File: src/sv/kvt_pkg.sv
// Shared types and constants for the key/value table set/get unit.
// Depends on nothing; used by kvt_cell and key_value_table_set_get_unit.
`timescale 1ns / 1ps
`default_nettype none

package kvt_pkg;

   localparam int unsigned KEY_W   = 64;
   localparam int unsigned VALUE_W = 64;
   localparam int unsigned COUNT_W = 5;

   typedef enum logic [1:0] {
      ST_UPDATED  = 2'd0,
      ST_INSERTED = 2'd1,
      ST_FULL     = 2'd2,
      ST_GET      = 2'd3
   } kvt_status_type;

   typedef enum logic {
      CMD_SET = 1'b0,
      CMD_GET = 1'b1
   } kvt_command_type;

   typedef struct packed {
      logic                  valid;
      kvt_command_type       command;
      logic [KEY_W-1:0]      key;
      logic [VALUE_W-1:0]    value;
      logic                  hit;
      logic                  placed;
      logic [VALUE_W-1:0]    value_out;
   } kvt_token_type;

endpackage : kvt_pkg

`default_nettype wire

File: src/sv/key_value_table_set_get_unit.sv
// Top level of the key/value table set/get unit: a chain of kvt_cell
// instances and the registered result stage. Depends on kvt_pkg, kvt_cell.
`timescale 1ns / 1ps
`default_nettype none

// The table is a chain of CAPACITY cells, each holding one key/value pair.
// A transaction walks the chain one cell per cycle, comparing its key with
// each held entry, updating or reading it on a match and claiming the first
// empty cell for a new key. A result passes through every cell and then
// the registered result stage. Since every cell is a pipeline stage a new
// request can be accepted every cycle while the chain is not stalled, so
// throughput is one transaction per cycle. The whole chain advances
// together; it stalls only while a result sits in the output register and
// rsp_ready is low. entry_count gives the low five bits of the entry count.

module key_value_table_set_get_unit #(
   parameter int unsigned CAPACITY = 16
) (
   input  wire logic                              clock,
   input  wire logic                              reset,
   input  wire logic                              req_valid,
   output logic                                   req_ready,
   input  wire logic                              req_command,
   input  wire logic [kvt_pkg::KEY_W-1:0]         req_lookup_key,
   input  wire logic [kvt_pkg::VALUE_W-1:0]       req_value_in,
   output logic                                   rsp_valid,
   input  wire logic                              rsp_ready,
   output logic [1:0]                             rsp_status,
   output logic                                   rsp_hit,
   output logic [kvt_pkg::VALUE_W-1:0]            rsp_value_out,
   output logic [kvt_pkg::COUNT_W-1:0]            rsp_entry_count
);

   localparam int unsigned CNT_W = $clog2(CAPACITY + 1);

   kvt_pkg::kvt_token_type            tok [CAPACITY+1];
   logic [CNT_W-1:0]                  cnt [CAPACITY+1];
   logic                              enable;
   kvt_pkg::kvt_token_type            head;
   kvt_pkg::kvt_token_type            last;
   kvt_pkg::kvt_status_type           status_in;
   logic [CNT_W+kvt_pkg::COUNT_W-1:0] cnt_ext;

   logic                              rsp_valid_ff;
   kvt_pkg::kvt_status_type           status_ff;
   logic                              hit_ff;
   logic [kvt_pkg::VALUE_W-1:0]       value_out_ff;
   logic [kvt_pkg::COUNT_W-1:0]       count_ff;

   assign enable    = !rsp_valid_ff || rsp_ready;
   assign req_ready = enable;

   always_comb begin
      head         = '0;
      head.valid   = req_valid;
      head.command = kvt_pkg::kvt_command_type'(req_command);
      head.key     = req_lookup_key;
      head.value   = req_value_in;
   end

   assign tok[0] = head;
   assign cnt[0] = '0;

   for (genvar i = 0; i < CAPACITY; i++) begin : g_cell
      kvt_cell #(
         .CNT_W (CNT_W)
      ) u_cell (
         .clock  (clock),
         .reset  (reset),
         .enable (enable),
         .tok_i  (tok[i]),
         .cnt_i  (cnt[i]),
         .tok_o  (tok[i+1]),
         .cnt_o  (cnt[i+1])
      );
   end

   assign last    = tok[CAPACITY];
   assign cnt_ext = {{kvt_pkg::COUNT_W{1'b0}}, cnt[CAPACITY]};

   always_comb begin
      priority if (last.command == kvt_pkg::CMD_GET) begin
         status_in = kvt_pkg::ST_GET;
      end else if (last.hit) begin
         status_in = kvt_pkg::ST_UPDATED;
      end else if (last.placed) begin
         status_in = kvt_pkg::ST_INSERTED;
      end else begin
         status_in = kvt_pkg::ST_FULL;
      end
   end

   always_ff @(posedge clock) begin
      if (reset) begin
         rsp_valid_ff <= 1'b0;
      end else if (enable) begin
         rsp_valid_ff <= last.valid;
         status_ff    <= status_in;
         hit_ff       <= last.hit;
         value_out_ff <= last.value_out;
         count_ff     <= cnt_ext[kvt_pkg::COUNT_W-1:0];
      end
   end

   assign rsp_valid       = rsp_valid_ff;
   assign rsp_status      = status_ff;
   assign rsp_hit         = hit_ff;
   assign rsp_value_out   = value_out_ff;
   assign rsp_entry_count = count_ff;

   // The entry count at the chain end never exceeds the capacity.
   assert property (@(posedge clock) disable iff (reset)
      last.valid |-> ({1'b0, cnt[CAPACITY]} <= (CNT_W+1)'(CAPACITY)))
      else $error("Entry count exceeds capacity.");

   // A value is returned only for a get that hit.
   assert property (@(posedge clock) disable iff (reset)
      (rsp_valid && (rsp_value_out != '0)) |->
         ((rsp_status == kvt_pkg::ST_GET) && rsp_hit))
      else $error("Value returned without a get hit.");

   // Insertions and dropped pairs never report a hit.
   assert property (@(posedge clock) disable iff (reset)
      (rsp_valid && ((rsp_status == kvt_pkg::ST_INSERTED) ||
                     (rsp_status == kvt_pkg::ST_FULL))) |-> !rsp_hit)
      else $error("Hit flagged on insert or full status.");

endmodule : key_value_table_set_get_unit

`default_nettype wire

File: src/sv/kvt_cell.sv
// One storage cell of the table chain: holds one key/value pair and its
// occupancy, and forwards the passing transaction to the next cell.
// Depends on kvt_pkg.
`timescale 1ns / 1ps
`default_nettype none

module kvt_cell #(
   parameter int unsigned CNT_W = 5
) (
   input  wire logic                  clock,
   input  wire logic                  reset,
   input  wire logic                  enable,
   input  wire kvt_pkg::kvt_token_type tok_i,
   input  wire logic [CNT_W-1:0]      cnt_i,
   output kvt_pkg::kvt_token_type     tok_o,
   output logic      [CNT_W-1:0]      cnt_o
);

   logic                              occ_ff;
   logic                              occ_in;
   logic [kvt_pkg::KEY_W-1:0]         key_ff;
   logic [kvt_pkg::KEY_W-1:0]         key_in;
   logic [kvt_pkg::VALUE_W-1:0]       value_ff;
   logic [kvt_pkg::VALUE_W-1:0]       value_in;
   kvt_pkg::kvt_token_type            tok_ff;
   kvt_pkg::kvt_token_type            tok_in;
   logic [CNT_W-1:0]                  cnt_ff;
   logic [CNT_W-1:0]                  cnt_in;
   logic                              match;

   always_comb begin
      tok_in   = tok_i;
      occ_in   = occ_ff;
      key_in   = key_ff;
      value_in = value_ff;
      match    = occ_ff && (key_ff == tok_i.key);
      if (tok_i.valid) begin
         if (match) begin
            tok_in.hit = 1'b1;
            if (tok_i.command == kvt_pkg::CMD_GET) begin
               tok_in.value_out = value_ff;
            end else begin
               value_in = tok_i.value;
            end
         end else if (!occ_ff && (tok_i.command == kvt_pkg::CMD_SET) &&
                      !tok_i.hit && !tok_i.placed) begin
            occ_in        = 1'b1;
            key_in        = tok_i.key;
            value_in      = tok_i.value;
            tok_in.placed = 1'b1;
         end
      end
      cnt_in = cnt_i + CNT_W'(occ_in);
   end

   always_ff @(posedge clock) begin
      if (reset) begin
         occ_ff       <= 1'b0;
         tok_ff.valid <= 1'b0;
      end else if (enable) begin
         occ_ff   <= occ_in;
         key_ff   <= key_in;
         value_ff <= value_in;
         tok_ff   <= tok_in;
         cnt_ff   <= cnt_in;
      end
   end

   assign tok_o = tok_ff;
   assign cnt_o = cnt_ff;

   // An entry once filled is never released.
   assert property (@(posedge clock) disable iff (reset) !$fell(occ_ff))
      else $error("Occupied cell became empty.");

   // A transaction that has found its key is never placed as a new entry.
   assert property (@(posedge clock) disable iff (reset)
      tok_ff.valid |-> !(tok_ff.hit && tok_ff.placed))
      else $error("Transaction both hit and placed.");

   // A filled cell that is not stalled keeps its key.
   assert property (@(posedge clock) disable iff (reset)
      (occ_ff && enable) |=> $stable(key_ff))
      else $error("Key of an occupied cell changed.");

endmodule : kvt_cell

`default_nettype wire
File: config.mk
export PLATFORM = sky130hd
export DESIGN_NAME = key_value_table_set_get_unit
export DESIGN_NICKNAME = d
export VERILOG_FILES = /design/src/sv/kvt_pkg.sv /design/src/sv/key_value_table_set_get_unit.sv /design/src/sv/kvt_cell.sv
export SDC_FILE = /design/constraint.sdc
export NUM_CORES = 2
export LEC_CHECK = 0
export ABC_AREA = 0
export BUFFER_PORTS_ARGS = -buffer_cell sky130_fd_sc_hd__buf_2
export CORE_MARGIN = 4
export CORE_UTILIZATION = 70
export CTS_BUF_LIST = sky130_fd_sc_hd__clkbuf_4 sky130_fd_sc_hd__clkbuf_8
export DETAILED_ROUTE_END_ITERATION = 12
export PLACE_DENSITY = 0.87
export SLEW_MARGIN = 20
export SYNTH_ARGS = -nofsm -noshare
export SYNTH_HDL_FRONTEND = slang
export SYNTH_SLANG_ARGS = --single-unit
File: constraint.sdc
create_clock -name clock -period 186.7 [get_ports clock]
set_input_delay 37.34 -clock clock [delete_from_list [all_inputs] [get_ports clock]]
set_output_delay 37.34 -clock clock [all_outputs]
set_load 0.1 [all_outputs]
Yosys cells after proc, flatten, opt, wreduce, memory -nomap -nowiden
Index checks and enable logic that the tools add are counted.
{"block": "word_totals", "register_bits": 5221, "wordCells": 611, "out_inout_bits": 74, "in_bits": 133}
{"block": "classes", "add_sub_neg": 15, "n_eq_ne": 32, "bitwise": 34, "muxes": 190, "n_reduce_logical": 161}
{"op": "$mux 64", "count": 78}
{"op": "$eq 64x64->1", "count": 16}
{"op": "$mux 66", "count": 15}
{"op": "$reduce_and 5->1", "count": 32}
{"op": "$mux 1", "count": 95}
{"op": "$add 5x1->5", "count": 14}
{"op": "$logic_and 1x1->1", "count": 62}
{"op": "$logic_not 1->1", "count": 47}
{"op": "$not 1->1", "count": 34}
{"op": "$ne 2x2->1 const B", "count": 16}
{"op": "$reduce_bool 2->1", "count": 16}
{"op": "$mux 2", "count": 2}
{"op": "$reduce_and 3->1", "count": 1}
{"op": "$add 1x1->2", "count": 1}
{"op": "$reduce_and 2->1", "count": 1}
{"op": "$reduce_or 2->1", "count": 1}
{"op": "$logic_or 1x1->1", "count": 1}

Depth between registers and ports, before layout
{"block": "logic_depth", "word_depth": 8, "mapped_depth": 8, "ltp_nobuf": 7}

By module
Synthesis repeated with hierarchy kept, for this count alone.
{"block": "hier_totals", "cells_unflattened": 8573, "area_unflattened_um2": 188151.7}
{"mod": "kvt_cell (g_cell[1].u_cell ...)", "n_inst": 8, "area_per_inst_um2": 11601.1, "seq_area_each_um2": 9889.5, "cells_per_inst": 532}
{"mod": "kvt_cell (g_cell[0].u_cell ...)", "n_inst": 6, "area_per_inst_um2": 11564.8, "seq_area_each_um2": 9889.5, "cells_per_inst": 529}
{"mod": "kvt_cell (g_cell[15].u_cell)", "n_inst": 1, "area_per_inst_um2": 11863.9, "seq_area_each_um2": 9889.5, "cells_per_inst": 532}
{"mod": "kvt_cell (g_cell[9].u_cell)", "n_inst": 1, "area_per_inst_um2": 11845.1, "seq_area_each_um2": 9889.5, "cells_per_inst": 530}
{"mod": "key_value_table_set_get_unit", "n_inst": 1, "area_per_inst_um2": 2244.7, "seq_area_each_um2": 2182.1, "cells_per_inst": 81}

Least setup slack after synthesis
OpenSTA, ideal clock, no wires.
{"block": "synth_timing", "path_kind": "input to register", "startpoint": "in rsp_ready", "endpoint": "reg g_cell[11].u_cell.value_ff[0] (netlist name) (enable)", "arrival_time_ns": 134.912, "path_slack_ns": 51.359, "n_path_buf": 2, "cell_stages": 7, "setup_ns": 0.430, "t_required_ns": 186.270, "path_cell_list": "nor2b_1 clkbuf_1 clkinv_1 nand2_1 inv_1 clkbuf_1 and4b_1"}
{"block": "synth_between", "elab_chain_len": 2}
{"item": "from (decl)", "line": "key_value_table_set_get_unit.sv:27", "rtl": "input wire logic rsp_ready,"}
{"item": "$logic_or 1x1->1", "line": "key_value_table_set_get_unit.sv:50", "rtl": "assign enable = !rsp_valid_ff || rsp_ready;"}
{"item": "$reduce_and 5->1 (no source line)"}
{"item": "to (signal assigned)", "line": "kvt_cell.sv:63", "rtl": "value_ff <= value_in;"}
{"item": "to (decl)", "line": "kvt_cell.sv:23", "rtl": "logic [kvt_pkg::VALUE_W-1:0] value_ff;"}
No other way between the ends.
A chain may end at the register's enable or synchronous reset.

Worst setup path after layout
{"block": "layout_timing", "startpoint": "in rsp_ready", "endpoint": "out req_ready"}
{"block": "layout_between", "elab_chain_len": 1}
{"item": "$logic_or 1x1->1", "line": "key_value_table_set_get_unit.sv:50"}
{"item": "to (decl)", "line": "key_value_table_set_get_unit.sv:22", "rtl": "output logic req_ready,"}
No other way between the ends.

==> impl_metrics.csv <==
group,metric,value,unit
power_and_ir_drop,p_switching,0.000474,W
timing,timing.final.crit_share,40.7,%
setup_path,cp_data_arrival_time,38.68,ns
clocking,ctsHtreeMaxLevel,6,
global_routing,antenna_found_initial,3,
timing,skew,0.0873,ns
synthesis,ys_ff_latch,5215,
setup_path,worstSetupPathType,"in2out",
setup_path,cp.depth,6,
clocking,clock-sinks,5215,
timing,tns,0,ns
setup_path,endpoint_kind,"output port",
setup_path,max_stage_delay,0.56,ns
timing,fmax,0.0132,GHz
setup_path,crit_family,"buffers and inverters",
routing,wirelength,316000,µm
power_and_ir_drop,power_frac_comb,2.2,%
cells_and_area,seq_area,156000,µm²
setup_path,reg2reg_from,"rsp_valid",
run,cap_violations,0,
synthesis,ys_async_sr_fraction,0,%
clocking,cts_tree,"done",
cells_and_area,final_cell_mix,"edfxtp_1, mux2_2, clkbuf_8, xnor2_1, clkbuf_4",
routing,wl_per_cell,23.8,µm
timing,setup_viol_count_final,0,
floorplanning,row_count,187,
cells_and_area,syn_to_final_growth,11.1,%
clocking,clock_latency,1.07,ns
run_status,status,"complete, no violations",
synthesis,synth_cells,8353,
synthesis,yosysSeqAreaShare,85.6,%
placed_design,port_buffers,206,
cells_and_area,final_nets,9452,
routing,vias,76384,
synthesis,syn_area,183000,µm²
cells_and_area,fillers,11599,
timing,fin_hold_ws,0.404,ns
timing,report.final.slew_viol_count,0,
floorplanning,core,259000,µm²
min_path,hp-class,"reg2reg",
timing,rsz0062_at_grt,"false",
setup_path,rrSetupSlack,180.04,ns
placed_design,hpwl,198000,µm
setup_path,worst_r2r_endpoint,"g_cell[1].u_cell.tok_o[97]",
synthesis,syn_area_per_cell,21.9,µm²
power_and_ir_drop,vdd_drop_max,10.8,µV
power_and_ir_drop,cellInternalPower,0.00181,W
global_routing,grt_pass1_vias,79197,
power_and_ir_drop,power-per-cell-area,11.3,nW/µm²
routing,viasPerCell,5.75,
global_routing,grt_usage,23.4,%
synthesis,ys_types,60,
cells_and_area,postLayoutCellArea,203000,µm²
placed_design,place.gp.congestion,0.926,
power_and_ir_drop,power.leakage,67.2,nW
routing,initialDrtViolationCount,7429,
floorplanning,pin_count,207,
floorplanning,die_y,519,µm
setup_path,slowest_stage,"buf_2",
routing,final_antenna_net_count,0,
setup_path,reg2reg_depth,12,
routing,first_pass_iters,5,
power_and_ir_drop,clkPwrFrac,38.0,%
placed_design,placedInstanceArea,188000,µm²
setup_path,crit_start,"rsp_ready",
timing,min_period,76.02,ns
placed_design,dp_cells,11934,
floorplanning,die_area,269000,µm²
setup_path,crit_required,149.36,ns
power_and_ir_drop,p_sw_share,20.7,%
floorplanning,initial_core_util,70.4,%
clocking,cts_made_buffers,754,
cells_and_area,layout_commonest_cell,"edfxtp_1",
routing,route.detailed.drc,0,
timing,worstMarginPinSlew,1.10,ns
global_routing,grt_pass1_wl,481000,µm
clocking,cts_resized,0,
clocking,cts_setup_buffers,0,
clocking,clk_pin_slew_worst_paths,0.06,ns
clocking,holdBufCountCts,0,
synthesis,yosysWarnings,0,
setup_path,endpoint,"req_ready",
setup_path,critPathMaxFanout,19,
synthesis,synth_nets,8515,
synthesis,synth_edf_count,5182,
global_routing,grt_max_degree,228,
setup_path,crit_buf_inv,5,
floorplanning,die_w,519,µm
setup_path,crit_chain,"buf_2 -> nor2b_2 -> buf_4 -> clkinv_1 -> buf_4 -> buf_2",
setup_path,cp-start-kind,"input port",
timing,slew_headroom,26.2,%
cells_and_area,multi_input_area,25200,µm²
timing,hold_viol,0,
clocking,cts.path.max_buffers,4,
power_and_ir_drop,seq_power_share,59.8,%
synthesis,synthFlopType,"edfxtp_1",
clocking,cts-root-buf,"clkbuf_8",
global_routing,gr-total-overflow,0,
cells_and_area,stdcell_count,13285,
cells_and_area,drive_gt1_share,24.5,%
==> cells in the mapped netlist (all sizes together) (5+ instances only) <==
cell,instances,area share (%)
nor2b,60,0.21
a22oi,6,0.025
o2111ai,30,0.14
dfxtp,33,0.36
o21bai,10,0.041
a221oi,13,0.062
nand4,179,0.61
inv,192,0.39
xor2,215,1.0
a222oi,6,0.033
nand2b,108,0.37
a21o,36,0.15
o21a,5,0.021
nand3,44,0.12
ha,29,0.20
xnor2,628,3.0
edfxtp,5182,85
clkbuf,21,0.043
or3,9,0.031
a21oi,26,0.071
nand2,71,0.15
buf,85,0.29
a22o,14,0.067
mux2,960,5.9
nor2,42,0.086
o211a,6,0.033
o22ai,58,0.20
nor3,41,0.12
o221ai,5,0.024
and2,64,0.22
a2111o,11,0.068
o21ai,7,0.019
a2111oi,13,0.066
o2bb2ai,5,0.024
nor4,109,0.43
==> per-stage QoR <==
step | power [W] | utilization [%] | worst slack, ns
3_5_place_dp | 0.00144 | 72.5 | 110.68
2_1_floorplan | 0.00154 | - | 51.36
4_1_cts | 0.00231 | 78.1 | 110.68
5_1_grt | 0.00237 | 78.2 | 110.65
6_report | 0.00229 | 78.2 | 110.68
3_3_place_gp | 0.00144 | 72.5 | 110.69
==> state kept, by name, indices dropped and copies added (netlist names) <==
signal                  flops
g_cell.u_cell.key_ff     1024
rsp_hit                     1
rsp_valid                   1
rsp_status                  2
rsp_entry_count             5
rsp_value_out              64
g_cell.u_cell.tok_o      3008
g_cell.u_cell.value_ff   1024
g_cell.u_cell.occ_ff       16
g_cell.u_cell.cnt_o        70
==> cell families (layout without fill, tap and decap cells) <==
logic type,Yosys count,in the layout,share of synthesized area [%]
simple gates,742,742,2.40
buf+inv,299,1825,0.734
flops,5215,5215,85.6
compound gates,265,265,1.11
xor+xnor,843,843,4.04
fa+ha+maj,29,29,0.199
mux,960,960,5.92
other cells,0,4,0
==> worst reg2reg max path: stages (launching register included) <==
cell	delay, ns
dfxtp_1	0.39
nor2b_2	0.19
buf_4	0.22
clkinv_1	0.10
buf_4	0.28
nand2_2	0.09
buf_4	0.28
inv_8	0.48
buf_12	0.81
buf_4	0.95
buf_6	0.79
buf_4	0.81
buf_4	0.86
==> cell type report <==
class	count	area share, %
Timing Repair Buffer	287	0.877
Multi-Input combinational cell	2839	12.4
Sequential cell	5215	77.0
Clock buffer	1044	6.25
Inverter	193	0.361
Clock inverter	301	0.931
Antenna cell	4	0.00493
Tap cell	3402	2.10
==> worst min path at each step <==
stage / end / start / cells after the start / slack [ns]
6_report: g_cell[15].u_cell.value_ff[36] / g_cell[14].u_cell.tok_o[102] / 0 / 0.40
3_5_place_dp: g_cell[15].u_cell.value_ff[24] / g_cell[14].u_cell.tok_o[90] / 0 / 0.40
3_3_place_gp: g_cell[15].u_cell.value_ff[39] / g_cell[14].u_cell.tok_o[105] / 0 / 0.40
2_1_floorplan: g_cell[15].u_cell.value_ff[0] / g_cell[14].u_cell.tok_o[66] / 0 / 0.40
4_1_cts: g_cell[15].u_cell.value_ff[36] / g_cell[14].u_cell.tok_o[102] / 0 / 0.40
5_1_grt: g_cell[15].u_cell.value_ff[36] / g_cell[14].u_cell.tok_o[102] / 0 / 0.42
==> power by group through the flow <==
stage          Clock, W  Sequential (W)  Combinational, W
3_3_place_gp          0         0.00139         0.0000481
4_1_cts        0.000886         0.00137         0.0000512
2_1_floorplan         0         0.00151         0.0000304
5_1_grt        0.000946         0.00137         0.0000547
6_report       0.000868         0.00137         0.0000509
3_5_place_dp          0         0.00139         0.0000499
==> per-layer routing <==
layer  track usage, %  vias up  share of wire, %
met5                0        -            0.0041
met4             7.71        2               3.2
met3             3.76      550               5.4
met2             38.5     2831                50
met1             32.9    38167                41
li1                 -    34834                 -
No activity file was read; power rests on OpenSTA's default activity.
